<file path="config.mk">
export PLATFORM = sky130hd
export DESIGN_NAME = binary_to_decimal_ascii_emitter
export DESIGN_NICKNAME = d
export VERILOG_FILES = /design/src/rtl/bdae_pkg.sv /design/src/rtl/bdae_datapath.sv /design/src/rtl/bdae_controller.sv /design/src/rtl/binary_to_decimal_ascii_emitter.sv
export SDC_FILE = /design/constraint.sdc
export NUM_CORES = 1
export LEC_CHECK = 0
export BUFFER_PORTS_ARGS = -buffer_cell sky130_fd_sc_hd__buf_2
export CAP_MARGIN = 10
export CORE_AREA = 3 3 110 112
export CTS_CLUSTER_SIZE = 40
export DETAILED_ROUTE_END_ITERATION = 12
export DIE_AREA = 0 0 113 115
export PLACE_DENSITY = 0.63
export RECOVER_POWER = 25
export SLEW_MARGIN = 20
export SYNTH_ARGS = -nofsm -noshare
export SYNTH_HDL_FRONTEND = slang
export SYNTH_SLANG_ARGS = --single-unit
</file>
<file path="constraint.sdc">
create_clock -name clock -period 2.96 [get_ports clock]
set_input_delay 0.148 -clock clock [delete_from_list [all_inputs] [get_ports clock]]
set_output_delay 0.148 -clock clock [all_outputs]
set_load 0.02 [all_outputs]
</file>
<file path="src/rtl/bdae_pkg.sv">
// shared types and constants for the binary to decimal ascii emitter
package bdae_pkg;

   localparam int ValueWidth = 32;
   localparam int NumDigits  = 10;
   localparam int BcdWidth   = 4 * NumDigits;
   localparam int StepWidth  = $clog2(ValueWidth);
   localparam int CountWidth = $clog2(NumDigits + 1);
   localparam int CharWidth  = 6;

   localparam logic [CharWidth-1:0] AsciiZero = 6'h30;
   localparam logic [3:0] DigitAdjustLimit = 4'd5;
   localparam logic [3:0] DigitAdjust      = 4'd3;

   typedef enum logic [3:0] {
      StIdle    = 4'b0001,
      StConvert = 4'b0010,
      StEmit    = 4'b0100,
      StRefuse  = 4'b1000
   } state_type;

   typedef struct packed {
      logic load;
      logic step;
      logic skip;
      logic emit;
      logic refuse;
   } cmd_type;

   typedef struct packed {
      logic port_open;
      logic conv_last;
      logic out_free;
      logic scan_skip;
      logic scan_final;
   } status_type;

endpackage

</file>
<file path="src/rtl/bdae_datapath.sv">
// conversion registers, digit scan and output register of the emitter
module bdae_datapath (
   input  logic                                 clock,
   input  logic                                 reset,
   input  bdae_pkg::cmd_type                    cmd,
   output bdae_pkg::status_type                 status,
   input  logic [bdae_pkg::ValueWidth-1:0]      req_value,
   input  logic                                 csr_valid,
   input  logic                                 csr_data,
   input  logic                                 rsp_ready,
   output logic                                 rsp_valid,
   output logic [bdae_pkg::CharWidth-1:0]       rsp_char,
   output logic                                 rsp_accepted,
   output logic                                 rsp_last
);

   logic                                  port_open_ff;
   logic [bdae_pkg::ValueWidth-1:0]       bin_ff, bin_in;
   logic [bdae_pkg::BcdWidth-1:0]         bcd_ff, bcd_in;
   logic [bdae_pkg::BcdWidth-1:0]         bcd_adj;
   logic [bdae_pkg::StepWidth-1:0]        step_ff, step_in;
   logic [bdae_pkg::CountWidth-1:0]       remaining_ff, remaining_in;
   logic                                  started_ff, started_in;
   logic                                  rsp_valid_ff, rsp_valid_in;
   logic [bdae_pkg::CharWidth-1:0]        rsp_char_ff, rsp_char_in;
   logic                                  rsp_accepted_ff, rsp_accepted_in;
   logic                                  rsp_last_ff, rsp_last_in;
   logic [3:0]                            top_digit;
   logic                                  out_free;

   assign top_digit = bcd_ff[bdae_pkg::BcdWidth-1 -: 4];
   assign out_free  = !rsp_valid_ff || rsp_ready;

   // add three to every digit of five or more before the shift
   always_comb begin
      for (int i = 0; i < bdae_pkg::NumDigits; i++) begin
         if (bcd_ff[i*4 +: 4] >= bdae_pkg::DigitAdjustLimit) begin
            bcd_adj[i*4 +: 4] = bcd_ff[i*4 +: 4] + bdae_pkg::DigitAdjust;
         end else begin
            bcd_adj[i*4 +: 4] = bcd_ff[i*4 +: 4];
         end
      end
   end

   always_comb begin
      bin_in          = bin_ff;
      bcd_in          = bcd_ff;
      step_in         = step_ff;
      remaining_in    = remaining_ff;
      started_in      = started_ff;
      rsp_valid_in    = rsp_valid_ff && !rsp_ready;
      rsp_char_in     = rsp_char_ff;
      rsp_accepted_in = rsp_accepted_ff;
      rsp_last_in     = rsp_last_ff;
      if (cmd.load) begin
         bin_in       = req_value;
         bcd_in       = '0;
         step_in      = '0;
         remaining_in = bdae_pkg::CountWidth'(bdae_pkg::NumDigits);
         started_in   = 1'b0;
      end
      if (cmd.step) begin
         bcd_in  = {bcd_adj[bdae_pkg::BcdWidth-2:0], bin_ff[bdae_pkg::ValueWidth-1]};
         bin_in  = {bin_ff[bdae_pkg::ValueWidth-2:0], 1'b0};
         step_in = step_ff + 1'b1;
      end
      if (cmd.skip || cmd.emit) begin
         bcd_in       = {bcd_ff[bdae_pkg::BcdWidth-5:0], 4'b0000};
         remaining_in = remaining_ff - 1'b1;
      end
      if (cmd.emit) begin
         started_in      = 1'b1;
         rsp_valid_in    = 1'b1;
         rsp_char_in     = {2'b00, top_digit} + bdae_pkg::AsciiZero;
         rsp_accepted_in = 1'b1;
         rsp_last_in     = (remaining_ff == bdae_pkg::CountWidth'(1));
      end
      if (cmd.refuse) begin
         rsp_valid_in    = 1'b1;
         rsp_char_in     = '0;
         rsp_accepted_in = 1'b0;
         rsp_last_in     = 1'b1;
      end
   end

   always_ff @(posedge clock) begin
      if (reset) begin
         port_open_ff <= 1'b0;
         rsp_valid_ff <= 1'b0;
         started_ff   <= 1'b0;
         step_ff      <= '0;
         remaining_ff <= '0;
      end else begin
         if (csr_valid) begin
            port_open_ff <= csr_data;
         end
         rsp_valid_ff <= rsp_valid_in;
         started_ff   <= started_in;
         step_ff      <= step_in;
         remaining_ff <= remaining_in;
      end
   end

   always_ff @(posedge clock) begin
      bin_ff          <= bin_in;
      bcd_ff          <= bcd_in;
      rsp_char_ff     <= rsp_char_in;
      rsp_accepted_ff <= rsp_accepted_in;
      rsp_last_ff     <= rsp_last_in;
   end

   assign status.port_open  = port_open_ff;
   assign status.conv_last  = (step_ff == bdae_pkg::StepWidth'(bdae_pkg::ValueWidth - 1));
   assign status.out_free   = out_free;
   assign status.scan_final = (remaining_ff == bdae_pkg::CountWidth'(1));
   assign status.scan_skip  = !started_ff && (top_digit == 4'd0) && !status.scan_final;

   assign rsp_valid    = rsp_valid_ff;
   assign rsp_char     = rsp_char_ff;
   assign rsp_accepted = rsp_accepted_ff;
   assign rsp_last     = rsp_last_ff;

endmodule

</file>
<file path="src/rtl/bdae_controller.sv">
// state machine sequencing load, conversion steps and digit emission
module bdae_controller (
   input  logic                 clock,
   input  logic                 reset,
   input  logic                 req_valid,
   output logic                 req_ready,
   input  bdae_pkg::status_type status,
   output bdae_pkg::cmd_type    cmd
);

   bdae_pkg::state_type state_ff, state_in;

   assign req_ready = (state_ff == bdae_pkg::StIdle);

   always_comb begin
      state_in = state_ff;
      cmd      = '0;
      case (state_ff)
         bdae_pkg::StIdle: begin
            if (req_valid) begin
               if (status.port_open) begin
                  cmd.load = 1'b1;
                  state_in = bdae_pkg::StConvert;
               end else begin
                  state_in = bdae_pkg::StRefuse;
               end
            end
         end
         bdae_pkg::StConvert: begin
            cmd.step = 1'b1;
            if (status.conv_last) begin
               state_in = bdae_pkg::StEmit;
            end
         end
         bdae_pkg::StEmit: begin
            if (status.scan_skip) begin
               cmd.skip = 1'b1;
            end else if (status.out_free) begin
               cmd.emit = 1'b1;
               if (status.scan_final) begin
                  state_in = bdae_pkg::StIdle;
               end
            end
         end
         bdae_pkg::StRefuse: begin
            if (status.out_free) begin
               cmd.refuse = 1'b1;
               state_in   = bdae_pkg::StIdle;
            end
         end
         default: begin
            state_in = bdae_pkg::StIdle;
         end
      endcase
   end

   always_ff @(posedge clock) begin
      if (reset) begin
         state_ff <= bdae_pkg::StIdle;
      end else begin
         state_ff <= state_in;
      end
   end

endmodule

</file>
<file path="src/rtl/binary_to_decimal_ascii_emitter.sv">
// top level: unsigned 32-bit number in, decimal ascii digits out
//
//   channel  direction  handshake              payload
//   req      in         req_tvalid/req_tready  tdata[31:0] value
//   rsp      out        rsp_tvalid/rsp_tready  tdata[5:0] digit_char, tuser accepted, tlast
//   csr      in         csr_valid/csr_ready    csr_data port_open
//
// a request is accepted, shifted through all 32 bits with shift-add-3, then the
// ten digit positions are scanned one by one, leading zeros skipped
// a closed port answers a taken request with one refused response once the output is free
// reset is synchronous; it closes the port and empties the output register
// a stalled response holds the digit scan; only leading zeros are skipped meanwhile
module binary_to_decimal_ascii_emitter (
   input  logic        clock,
   input  logic        reset,
   input  logic        req_tvalid,
   output logic        req_tready,
   input  logic [31:0] req_tdata,   // value[31:0]
   output logic        rsp_tvalid,
   input  logic        rsp_tready,
   output logic [7:0]  rsp_tdata,   // digit_char[5:0], zero[7:6]
   output logic [0:0]  rsp_tuser,   // accepted[0]
   output logic        rsp_tlast,
   input  logic        csr_valid,
   output logic        csr_ready,
   input  logic        csr_data
);

   bdae_pkg::cmd_type    cmd;
   bdae_pkg::status_type status;
   logic [bdae_pkg::CharWidth-1:0] rsp_char;
   logic                            rsp_accepted;

   assign csr_ready = 1'b1;

   bdae_controller u_controller (
      .clock     (clock),
      .reset     (reset),
      .req_valid (req_tvalid),
      .req_ready (req_tready),
      .status    (status),
      .cmd       (cmd)
   );

   bdae_datapath u_datapath (
      .clock        (clock),
      .reset        (reset),
      .cmd          (cmd),
      .status       (status),
      .req_value    (req_tdata),
      .csr_valid    (csr_valid && csr_ready),
      .csr_data     (csr_data),
      .rsp_ready    (rsp_tready),
      .rsp_valid    (rsp_tvalid),
      .rsp_char     (rsp_char),
      .rsp_accepted (rsp_accepted),
      .rsp_last     (rsp_tlast)
   );

   assign rsp_tdata = {2'b00, rsp_char};
   assign rsp_tuser = rsp_accepted;

   a_refused_is_last: assert property (@(posedge clock) disable iff (reset)
      rsp_tvalid && !rsp_tuser[0] |-> rsp_tlast && (rsp_tdata == 8'd0))
      else $error("refused response must be a single zero response");

   a_digit_range: assert property (@(posedge clock) disable iff (reset)
      rsp_tvalid && rsp_tuser[0] |-> (rsp_tdata >= 8'd48) && (rsp_tdata <= 8'd57))
      else $error("accepted response carries a non-digit character");

   a_no_request_while_busy: assert property (@(posedge clock) disable iff (reset)
      req_tvalid && req_tready |=> !req_tready)
      else $error("request accepted while previous one still in progress");

endmodule

</file>
== Word-level counts from Yosys, hierarchy flattened ==
Index checks and enable logic that the tools add are counted.

* Output and inout bits: 13
* Flip-flop bits (word level): 96

* $lt $le $gt $ge: 10
* Equal/unequal tests: 12
* Reduce and logical (&&, ||, !) cells: 15
* Mux-type cells: 40
* $add $sub $neg: 13

{| class="wikitable"
|+ Operators with widths
! cell !! count
|-
| $mux W40 || 3
|-
| $mux W4 || 18
|-
| $mux W32 || 2
|-
| $ge A4 B3 Y1 const B || 10
|-
| $add A4 B2 Y4 const B || 9
|-
| $pmux W4 S4 || 1
|-
| $mux W1 || 12
|-
| $mux W5 || 2
|-
| $eq A4 B1 Y1 const B || 2
|-
| $add A5 B5 Y6 const B || 1
|-
| $ne A2 B1 Y1 const B || 3
|-
| $ne A2 B2 Y1 const B || 3
|-
| $reduce_and A6 Y1 || 1
|-
| $reduce_bool A2 Y1 || 3
|-
| $add A5 B1 Y5 const B || 1
|-
| $eq A5 B5 Y1 const B || 1
|-
| $eq A4 B2 Y1 const B || 1
|-
| $eq A4 B3 Y1 const B || 1
|-
| $eq A4 B4 Y1 const B || 1
|-
| $logic_not A1 Y1 || 4
|-
| $logic_not A4 Y1 || 1
|-
| $sub A4 B1 Y4 const B || 1
|-
| $add A3 B2 Y3 const B || 1
|-
| $logic_and A1 B1 Y1 || 3
|-
| other kinds (4) || 5
|}

== Longest topological paths before layout ==
Gate-level depths: netlist of run 1.

* Depth after elaboration: 7
* Depth in mapped cells: 7

== Cells and area by module ==
From an unflattened synthesis of run 1, not the netlist that was laid out.

* Cell total of the unflattened synthesis: 444
* Area total of the unflattened synthesis: 4944.7 µm²

{| class="wikitable"
|+ By module, submodules not included
! module !! cells each !! area each (µm²) !! seq. area each (µm²) !! times used
|-
| bdae_datapath || 404 || 4634.4 || 2472.4 || 1
|-
| bdae_controller || 35 || 280.3 || 80.1 || 1
|-
| binary_to_decimal_ascii_emitter || 5 || 30.0 || 0.0 || 1
|}

== Least setup slack after synthesis of run 1 ==
No wires, ideal clock.

* Path kind: register -> register
* Start point: reg u_datapath.bcd_ff[36] in the netlist's numbering
* End point: reg u_datapath.bcd_ff[10] in the netlist's numbering (enable)
* Cell stages (with the launch flop): 7
* Setup slack: 0.310 ns
* Buffers on the path: 0
* Period minus slack after synthesis: 2.650 ns
* Data arrival time: 2.257 ns
* Setup time: 0.394 ns
* Required time: 2.566 ns
* Cells stage by stage: edfxtp_1 -> inv_1 -> ha_1 -> or4b_4 -> o21ai_1 -> a21oi_1 -> nand2_1

* Cells in the longest elaborated chain, start to end: 7
* Elaborated cells on any way between the ends: 8

{| class="wikitable"
|+ Ends and longest elaborated chain
! item !! line !! RTL
|-
| start: declaration || bdae_datapath.sv:19 || <nowiki>logic [bdae_pkg::BcdWidth-1:0] bcd_ff, bcd_in;</nowiki>
|-
| start signal: assignment || bdae_datapath.sv:106 || <nowiki>bcd_ff <= bcd_in;</nowiki>
|-
| $logic_not A4 Y1 (*) || bdae_datapath.sv:116 || <nowiki>assign status.scan_skip = !started_ff && (top_digit == 4'd0) && !status.scan_final;</nowiki>
|-
| $logic_and A1 B1 Y1 (*) (2 in series) || bdae_datapath.sv:116 ||
|-
| $mux W1 || bdae_controller.sv:36 || <nowiki>if (status.scan_skip) begin</nowiki>
|-
| $mux W2 (*) || bdae_controller.sv:18 || <nowiki>case (state_ff)</nowiki>
|-
| $logic_or A1 B1 Y1 (*) || bdae_datapath.sv:67 || <nowiki>if (cmd.skip || cmd.emit) begin</nowiki>
|-
| $reduce_bool A3 Y1 (no line) (*) || -- ||
|}

Every way passes the cells marked *; elsewhere a longest branch is shown, timed or not.
A chain may end at the register's enable or synchronous reset.

== Worst setup path in the final report of run 1 ==
* Start point: reg u_controller.state_ff[2]
* End point: reg u_datapath.bcd_ff[6] in the netlist's numbering (enable)

* Cells in the longest elaborated chain, start to end: 4
* Elaborated cells on any way between the ends: 8

{| class="wikitable"
|+ Ends and longest elaborated chain
! item !! line !! RTL
|-
| start: declaration || bdae_controller.sv:11 || <nowiki>bdae_pkg::state_type state_ff, state_in;</nowiki>
|-
| start signal: assignment || bdae_controller.sv:59 || <nowiki>state_ff <= bdae_pkg::StIdle;</nowiki>
|-
| start signal: assignment || bdae_controller.sv:61 || <nowiki>state_ff <= state_in;</nowiki>
|-
| $eq A4 B3 Y1 || bdae_controller.sv:18 ||
|-
| $mux W2 || bdae_controller.sv:18 ||
|-
| $logic_or A1 B1 Y1 || bdae_datapath.sv:67 ||
|-
| $reduce_bool A3 Y1 (no line) (*) || -- ||
|}

Marks and branches as above.

==> results of run 1 <==
worst max-delay path, stage by stage (launching register included):
cell and delay, ns:
dfxtp_1 0.53, nor4b_1 0.96, a21oi_1 0.20, nand2_1 0.18, buf_12 0.23
placed cells by master (no fill, tap or decap), drive strengths merged, types with 12 or more instances in the layout:
master | synthesis | routed
a21oi | 39 | 39
a22o | 49 | 49
buf | 17 | 44
clkbuf | 10 | 20
dfxtp | 27 | 27
edfxtp | 67 | 67
ha | 25 | 25
inv | 26 | 28
mux2i | 14 | 14
nand2 | 14 | 14
nand2b | 12 | 12
nor2 | 15 | 15
nor3b | 16 | 16
o21ai | 16 | 16
o2bb2ai | 15 | 15
final cells by class:
cell class / count / area, um2
fill: 1031 / 5718
sequential: 94 / 2552
multi-input combinational: 287 / 2201
timing repair buffer: 55 / 291.5
clock buffer: 9 / 225.2
tap: 143 / 178.9
inverter: 26 / 97.59
clock inverter: 7 / 56.30
cells by family (layout without fill, tap and decap cells):
family          Yosys count  in the layout  synth area share
mux                      16             16           0.03233
flops                    94             94            0.5073
buf+inv                  53             97           0.05197
other cells               2              3          0.001493
simple gates             88             88            0.1159
xor+xnor                 11             11           0.01915
compound gates          144            144            0.2097
fa+ha+maj                25             25           0.06217
metal layers:
metal  part of all wire  routed length, um
met2               0.47               4627
met4              0.013                125
met1               0.48               4696
met5                  0                  0
met3              0.036                352
per-stage QoR:
step	util	worst slack [ns]	instances	hold slack [ns]
final	0.4949	0.5266	621	0.04446
after detailed placement	0.4733	0.6506	605	0.4016
after global routing	0.4949	0.3752	621	0.05460
after CTS	0.4981	0.6247	621	0.02840
after global placement	0.4733	0.7256	605	0.3889
after floorplan	-	0.3097	434	0.2840
report_power, final:
| group | switching (mW) | total, mW | internal, mW |
|---|---|---|---|
| registers | 0.169 | 1.77 | 1.60 |
| clock network | 0.513 | 1.09 | 0.576 |
| logic | 0.448 | 0.776 | 0.328 |
| total | 1.13 | 3.63 | 2.50 |
path summary, 6_finish.rpt:
check,startpoint,cells after the start,endpoint,slack (ns)
worst max-delay path,u_controller.state_ff[2]$_SDFFE_PP0P_,4,u_datapath.bcd_ff[6]$_DFFE_PP_,0.53
worst min-delay path,req_tdata[0],3,u_datapath.bin_ff[0]$_SDFFE_PP0N_,0.04
worst max register to register,u_controller.state_ff[2]$_SDFFE_PP0P_,4,u_datapath.bcd_ff[6]$_DFFE_PP_,0.53
worst min register to register,u_datapath.bin_ff[31]$_DFFE_PP_,2,u_datapath.bcd_ff[0]$_SDFFE_PP0P_,0.46
flip-flops by register name, indices dropped and copies added (netlist names):
| register | cells |
|---|---|
| u_datapath.step_ff | 5 |
| u_datapath.remaining_ff | 4 |
| u_controller.state_ff | 4 |
| u_datapath.rsp_last | 1 |
| u_datapath.bcd_ff | 40 |
| u_datapath.rsp_valid | 1 |
| u_datapath.bin_ff | 32 |
| u_datapath.rsp_char | 5 |
| u_datapath.started_ff | 1 |
| u_datapath.port_open_ff | 1 |
==> impl_metrics.ini, run 1 <==
[clock_network]
cts_buffer_depth = 2
cts.htree.levels = 3
cts-root-buf = clkbuf_16
cts_resized = 0
cts_tree = done
cts_hold_buf = 0
cts_made_buffers = 9
clk_pin_slew_ns = 0.07
clk_latency_ns = 0.34
cts.sinks = 94
post_cts_buffers = 0

[route]
wl_per_cell_um = 15.78
drt-total-wl_mm = 9.801
ant_nets = 0
vias_per_cell = 5.622
drcViolationCount = 0
vias = 3491
drt_iter0_markers = 261
drt_pass1_iterations = 4

[job]
cap_violations = 0

[global_routing]
use_met3 = 0.03421
use_met2 = 0.2464
grt_pass1_vias = 3345
antenna_found_initial = 0
grt_use_total = 0.1544
grt_max_degree = 41
gr-usage-met1 = 0.2120
grt_overflow = 0
grt_pass1_wl_mm = 16.35
busiest_layer = met2

[die]
dieArea_um2 = 13000
fp.dieW_um = 113
initial_core_util = 0.4444
ioPinCount = 51
core_um2 = 11320
rows = 39
die_y_um = 115

[timing]
tightest_slew_ns = 1.139
setup_violations = 0
finalSetupTns_ns = 0
max_freq_mhz = 411.0
relSlewSlack = 0.2302
finalHoldViolations = 0
skew_ns = 0.007699
post-route-min-period_ns = 2.433
grt_setup_unrepaired = no
slew_viol_final = 0
fin_crit_sh = 0.8221

[worst_setup_path]
arrival_ns = 2.46
cp-end-kind = flip-flop
crit_fanout = 36
criticalPathCategory = flip-flop to flip-flop
cp.required_ns = 2.99
crit_path_start_kind = flip-flop

[logic_synthesis]
yosysMostFrequentCell = edfxtp_1
postSynthAreaPerCell_um2 = 11.62
async_flop_share = 0
synth_top_area_share = 0.3999
ys_ff_latch = 94
seq_area_frac_synth = 0.5073
synth_cell_types = 53
synth_edf_count = 67
synth_cells = 433
yosysWarnings = 0
synth_ff_type = edfxtp_1
ys_top_cells_by_area = edfxtp_1 (40%), dfxtp_1 (11%), a22o_1 (8.5%), ha_1 (6.2%), a21oi_1 (3.8%)
netlist_area_um2 = 5031
synth_common_cells = edfxtp_1 (67), a22o_1 (49), a21oi_1 (38)
synth_area_leader_cell = edfxtp_1

[power_and_ir_drop]
p_leak_nw = 2.104
p_total_mw = 3.634
power_per_cell_area_nw_per_um2 = 648.6
vdd_drop_max_uv = 486.0

[placement]
placed_area_um2 = 5358
hpwl_mm = 6.487
port_buffers = 47
gp_congestion = 0.7761

[finish]
fin_nets = 536
syn2layout_area_growth_pct = 11.37
layout-drive-gt1-share = 0.1548
design_area_um2 = 5603
diodes = 0

[outcome]
status = finished clean

[min_path]
hold_class = primary input to flip-flop
Power figures use the tool's default switching activity.
==> run 2, diff against run 1 <==
--- a/config.mk
+++ b/config.mk
@@ -11,7 +11,7 @@
 export CTS_CLUSTER_SIZE = 40
 export DETAILED_ROUTE_END_ITERATION = 12
 export DIE_AREA = 0 0 113 115
-export PLACE_DENSITY = 0.63
+export PLACE_DENSITY = 0.65
 export RECOVER_POWER = 25
 export SLEW_MARGIN = 20
 export SYNTH_ARGS = -nofsm -noshare
==> constraint.sdc (replaced) <==
create_clock -name clock -period 2.1 [get_ports clock]
set_input_delay 0.105 -clock clock [delete_from_list [all_inputs] [get_ports clock]]
set_output_delay 0.105 -clock clock [all_outputs]
set_load 0.02 [all_outputs]
==> impl_metrics.ini, run 2 (same netlist as run 1, synthesis figures left out) <==
[global_routing]
grt_overflow = 0
use_met3 = 0.04000
grt_use_total = 0.1603
gr-usage-met1 = 0.2207
grt_pass1_wl_mm = 16.64
grt_pass1_vias = 3439
grt_max_degree = 61
use_met2 = 0.2464
busiest_layer = met2
antenna_found_initial = 0

[finish]
regArea_um2 = 2555
fin_nets = 558
final_common_cell = edfxtp_1
largest-register = u_datapath.bcd_ff
multi_input_area_um2 = 2246
syn2layout_area_growth_pct = 17.26
largest_register_ffs = 40
diodes = 0
layout_common_cells = edfxtp_1 (67), a22o_1 (49), buf_2 (38), a21oi_1 (37), dfxtp_1 (25)
layout-drive-gt1-share = 0.2040
fill_cells = 982
final_core_util = 0.5211
design_area_um2 = 5899
reg.largest.list = u_datapath.bcd_ff (40), u_datapath.bin_ff (32)
fin_cells = 643

[timing]
max_freq_mhz = 493.4
slew_viol_final = 0
grt_setup_unrepaired = yes
finalHoldViolations = 0
post-route-min-period_ns = 2.027
skew_ns = 0.006534
fin_crit_sh = 0.9651
setup_violations = 0
finalWorstSetupSlack_ns = 0.07327

[die]
rows = 39
fp.dieW_um = 113
core_um2 = 11320
initial_core_util = 0.4444
dieArea_um2 = 13000
ioPinCount = 51
die_y_um = 115

[power_and_ir_drop]
vdd_drop_max_uv = 629.7
power_per_cell_area_nw_per_um2 = 897.4
p_leak_nw = 2.230
p_clk_frac = 0.294
intPower_mw = 3.638
pwr-share-seq = 0.473
comb_power_share = 0.233
swShare = 0.3128
p_switching_mw = 1.656

[clock_network]
clk_latency_ns = 0.35
cts.htree.levels = 3
cts.sinks = 94
cts_buffer_depth = 2
clk_pin_slew_ns = 0.07
cts_tree = done
cts-root-buf = clkbuf_16
cts_made_buffers = 9

[worst_setup_path]
critical-path-max-stage-delay_ns = 0.36
slowest_stage = or3b_1
criticalPathCategory = flip-flop to flip-flop
path_delay_family = compound AO/OA/AOI/OAI gates
crit_buf_inv = 0
crit_path_start_kind = flip-flop
crit_path_cell_trace = ha_2, and3_1, ha_1, or3b_1, a211oi_2, a21oi_2, a221o_1
arrival_ns = 2.27
crit_fanout = 4
cp.required_ns = 2.34
cp-end-kind = flip-flop

[placement]
hpwl_mm = 6.790
gp_congestion = 0.7585
place_ws_ns = 0.03891
placed_area_um2 = 5530
port_buffers = 47
placedCellCount = 621

[min_path]
hold_class = primary input to flip-flop

[route]
wl_per_cell_um = 16.08
ant_nets = 0
drt_iter0_markers = 292
drcViolationCount = 0
vias_per_cell = 5.645
vias = 3630
drt_pass1_iterations = 4
drt-total-wl_mm = 10.34

[job]
cap_violations = 0

[outcome]
status = finished clean
## run 2: cell types whose count changed in the layout (fill, tap and decap cells not counted), sizes merged
cell | before | now
buf | 44 | 61
clkbuf | 20 | 23
clkinvlp | 4 | 2
dlygate4sd3 | 0 | 2
clkinv | 1 | 2
inv | 28 | 29
## run 2: final cells by class
| class | count | share of cell area |
|---|---|---|
| multi-input combinational | 287 | 0.3807 |
| timing repair buffer | 77 | 0.09141 |
| inverter | 26 | 0.01718 |
| clock buffer | 9 | 0.03818 |
| tap | 143 | 0.03033 |
| clock inverter | 7 | 0.009120 |
| sequential | 94 | 0.4331 |
## run 2: routing by layer
layer	vias to the layer above	share of wire
met4	0	0.014
met3	14	0.038
li1	1769	-
met2	74	0.48
met5	-	0
met1	1773	0.47
## run 2: worst paths after layout
path,endpoint,cells after the start,startpoint,slack [ns]
min,u_datapath.port_open_ff$_SDFFE_PP0P_,3,csr_valid,0.01
max,u_controller.state_ff[0]$_SDFFE_PP1P_,7,u_datapath.step_ff[0]$_SDFFE_PP0P_,0.07
min reg2reg,u_datapath.bcd_ff[0]$_SDFFE_PP0P_,2,u_datapath.bin_ff[31]$_DFFE_PP_,0.46
max reg2reg,u_controller.state_ff[0]$_SDFFE_PP1P_,7,u_datapath.step_ff[0]$_SDFFE_PP0P_,0.07
## run 2: power groups by stage
stage          sequential [mW]  clock (mW)  combinational [mW]
2_1_floorplan             2.53           0               0.843
3_3_place_gp              2.52           0                1.17
3_5_place_dp              2.53           0                1.21
4_1_cts                   2.49        1.60                1.22
5_1_grt                   2.54        1.68                1.38
6_report                  2.50        1.56                1.23
## run 2: repair_timing
action,in CTS,in global routing
setup buffers,0,2
gates resized for setup,0,11
hold buffers,2,0
hold endpoints to repair,2,0
endpoints found under the setup margin,0,95
## run 2: tightest hold or removal path, cell delays in order
cell and delay (ns):
buf_2 0.09, mux2i_1 0.06, nor2_1 0.07
## run 2: through the flow
| step | TNS [ns] | total power, mW | hold WS [ns] |
|---|---|---|---|
| 6_report | 0 | 5.294 | 0.01192 |
| 4_1_cts | 0 | 5.315 | 0.002243 |
| 3_5_place_dp | 0 | 3.746 | 0.3545 |
| 5_1_grt | -0.04141 | 5.597 | 0.01265 |
| 2_1_floorplan | 0 | 3.370 | 0.2410 |
| 3_3_place_gp | 0 | 3.695 | 0.3430 |
==> run 3, diff against run 2 <==
--- a/config.mk
+++ b/config.mk
@@ -7,11 +7,11 @@
 export LEC_CHECK = 0
 export BUFFER_PORTS_ARGS = -buffer_cell sky130_fd_sc_hd__buf_2
 export CAP_MARGIN = 10
-export CORE_AREA = 3 3 110 112
+export CORE_AREA = 3 3 120 122
 export CTS_CLUSTER_SIZE = 40
 export DETAILED_ROUTE_END_ITERATION = 12
-export DIE_AREA = 0 0 113 115
-export PLACE_DENSITY = 0.65
+export DIE_AREA = 0 0 123 125
+export PLACE_DENSITY = 0.56
 export RECOVER_POWER = 25
 export SLEW_MARGIN = 20
 export SYNTH_ARGS = -nofsm -noshare
==> impl_metrics.ini, run 3 (same netlist as run 1, synthesis figures left out) <==
[outcome]
status = finished clean

[job]
cap_violations = 0

[min_path]
hold_depth = 3
hold_class = primary input to flip-flop
worst_hold_path.endpoint = u_datapath.port_open_ff$_SDFFE_PP0P_
hp-start = csr_valid

[finish]
largest-register = u_datapath.bcd_ff
final_common_cell = edfxtp_1
layout-drive-gt1-share = 0.2136
largest_register_ffs = 40
diodes = 0
design_area_um2 = 5981
fill_cells = 1248
regArea_um2 = 2555
reg.largest.list = u_datapath.bcd_ff (40), u_datapath.bin_ff (32)
layout_common_cells = edfxtp_1 (67), a22o_1 (49), buf_2 (38), a21oi_1 (37), dfxtp_1 (25)
multi_input_area_um2 = 2252
syn2layout_area_growth_pct = 18.88
fin_nets = 559

[worst_setup_path]
slowest_stage = or3b_1
criticalPathCategory = flip-flop to flip-flop
reg2reg_from = u_datapath.step_ff[1]$_SDFFE_PP0P_
crit_path_cell_trace = ha_4, and3_4, ha_1, or3b_1, a211oi_2, a21oi_2, a2111oi_2
cp-end-kind = flip-flop
timing.rr.end = u_controller.state_ff[2]$_SDFFE_PP0P_
arrival_ns = 2.26
reg2regPathDepth = 7
cp.required_ns = 2.34
critical-path-max-stage-delay_ns = 0.38
regToRegSetupSlack_ns = 0.08
crit_fanout = 4
crit_path_start_kind = flip-flop

[clock_network]
cts_tree = done
cts_buffer_depth = 2
cts.sinks = 94
cts.htree.levels = 3
cts_made_buffers = 9
clk_latency_ns = 0.35
clk_pin_slew_ns = 0.07
cts-root-buf = clkbuf_16

[power_and_ir_drop]
comb_power_share = 0.230
vdd_drop_max_uv = 476.3
swShare = 0.3046
pwr-share-seq = 0.459
intPower_mw = 3.764
p_total_mw = 5.412
p_clk_frac = 0.311
p_leak_nw = 2.245
power_per_cell_area_nw_per_um2 = 904.9
p_switching_mw = 1.649

[route]
drt_iter0_markers = 277
vias = 3575
vias_per_cell = 5.281
drt_pass1_iterations = 4
wl_per_cell_um = 15.39
ant_nets = 0
drt-total-wl_mm = 10.42
drcViolationCount = 0

[global_routing]
grt_pass1_wl_mm = 16.86
grt_pass1_vias = 3417
grt_use_total = 0.1368
grt_max_degree = 61
antenna_found_initial = 0
grt_overflow = 0

[placement]
placed_area_um2 = 5624
gp_congestion = 0.7655
place_ws_ns = 0.01931
port_buffers = 47
hpwl_mm = 6.982

[die]
rows = 42
fp.dieW_um = 123
core_um2 = 13300
initial_core_util = 0.3784
ioPinCount = 51
dieArea_um2 = 15380
die_y_um = 125

[timing]
skew_ns = 0.008263
finalSetupTns_ns = 0
max_freq_mhz = 494.6
slew_viol_final = 0
finalHoldViolations = 0
relSlewSlack = 0.6323
fin_crit_sh = 0.9628
setup_violations = 0
finalWorstSetupSlack_ns = 0.07807
tightest_slew_ns = 0.5500
post-route-min-period_ns = 2.022
==> run 3: critical path, delay by kind of cell, from the launching register on <==
| family | cells | cell delay (ns) |
|---|---|---|
| adder cells (fa/ha/maj) | 2 | 0.32 |
| flip-flops | 1 | 0.34 |
| AO/OA/AOI/OAI | 3 | 0.71 |
| AND/OR/NAND/NOR | 2 | 0.55 |
==> run 3: metal layers <==
layer / GRT usage / wire (um) / up-vias
met4: 0.03322 / 106 / 0
li1: - / - / 1767
met1: 0.1935 / 5038 / 1737
met3: 0.03930 / 433 / 9
met5: 0 / 0 / -
met2: 0.2075 / 4841 / 62
==> run 3: area by class of cell <==
cell class | instances | share of cell area
tap | 176 | 0.03682
inverter | 26 | 0.01695
sequential | 94 | 0.4272
clock inverter | 7 | 0.01339
timing repair buffer | 78 | 0.09142
multi-input combinational | 287 | 0.3766
clock buffer | 9 | 0.03766
==> run 3: power groups by stage <==
stage	combinational (mW)	clock [mW]	sequential (mW)
finish	1.24	1.68	2.49
global route	1.39	1.81	2.53
CTS	1.27	1.73	2.49
detailed placement	1.25	0	2.53
global placement	1.23	0	2.52
floorplan	0.843	0	2.53
==> run 3: repair_timing <==
item | in CTS | in global routing
buffers inserted | 0 | 3
resized for setup | 0 | 9
hold buffers | 2 | 0
hold endpoints to repair | 2 | 0
setup endpoints to repair | 0 | 44
==> run 3: metrics by stage <==
stage	hold slack [ns]	utilization	cells
finish	0.01894	0.4498	677
detailed placement	0.3565	0.4230	656
global route	0.01454	0.4498	677
CTS	0.006255	0.4475	674
global placement	0.3421	0.4230	656
floorplan	0.2410	-	434
==> run 3: how the worst max path moves through the flow <==
stage                                                   from                                     to  slack (ns)  cells past startpoint
after floorplan              u_datapath.bcd_ff[36]$_DFFE_PP_        u_datapath.bcd_ff[10]$_DFFE_PP_        0.01                      6
after global placement    u_datapath.step_ff[0]$_SDFFE_PP0P_  u_controller.state_ff[2]$_SDFFE_PP0P_        0.11                      7
after detailed placement  u_datapath.step_ff[0]$_SDFFE_PP0P_  u_controller.state_ff[2]$_SDFFE_PP0P_        0.02                      7
after CTS                 u_datapath.step_ff[0]$_SDFFE_PP0P_  u_controller.state_ff[2]$_SDFFE_PP0P_        0.01                      7
after global routing      u_datapath.step_ff[1]$_SDFFE_PP0P_  u_controller.state_ff[2]$_SDFFE_PP0P_       -0.02                      7
final                     u_datapath.step_ff[1]$_SDFFE_PP0P_  u_controller.state_ff[2]$_SDFFE_PP0P_        0.08                      7
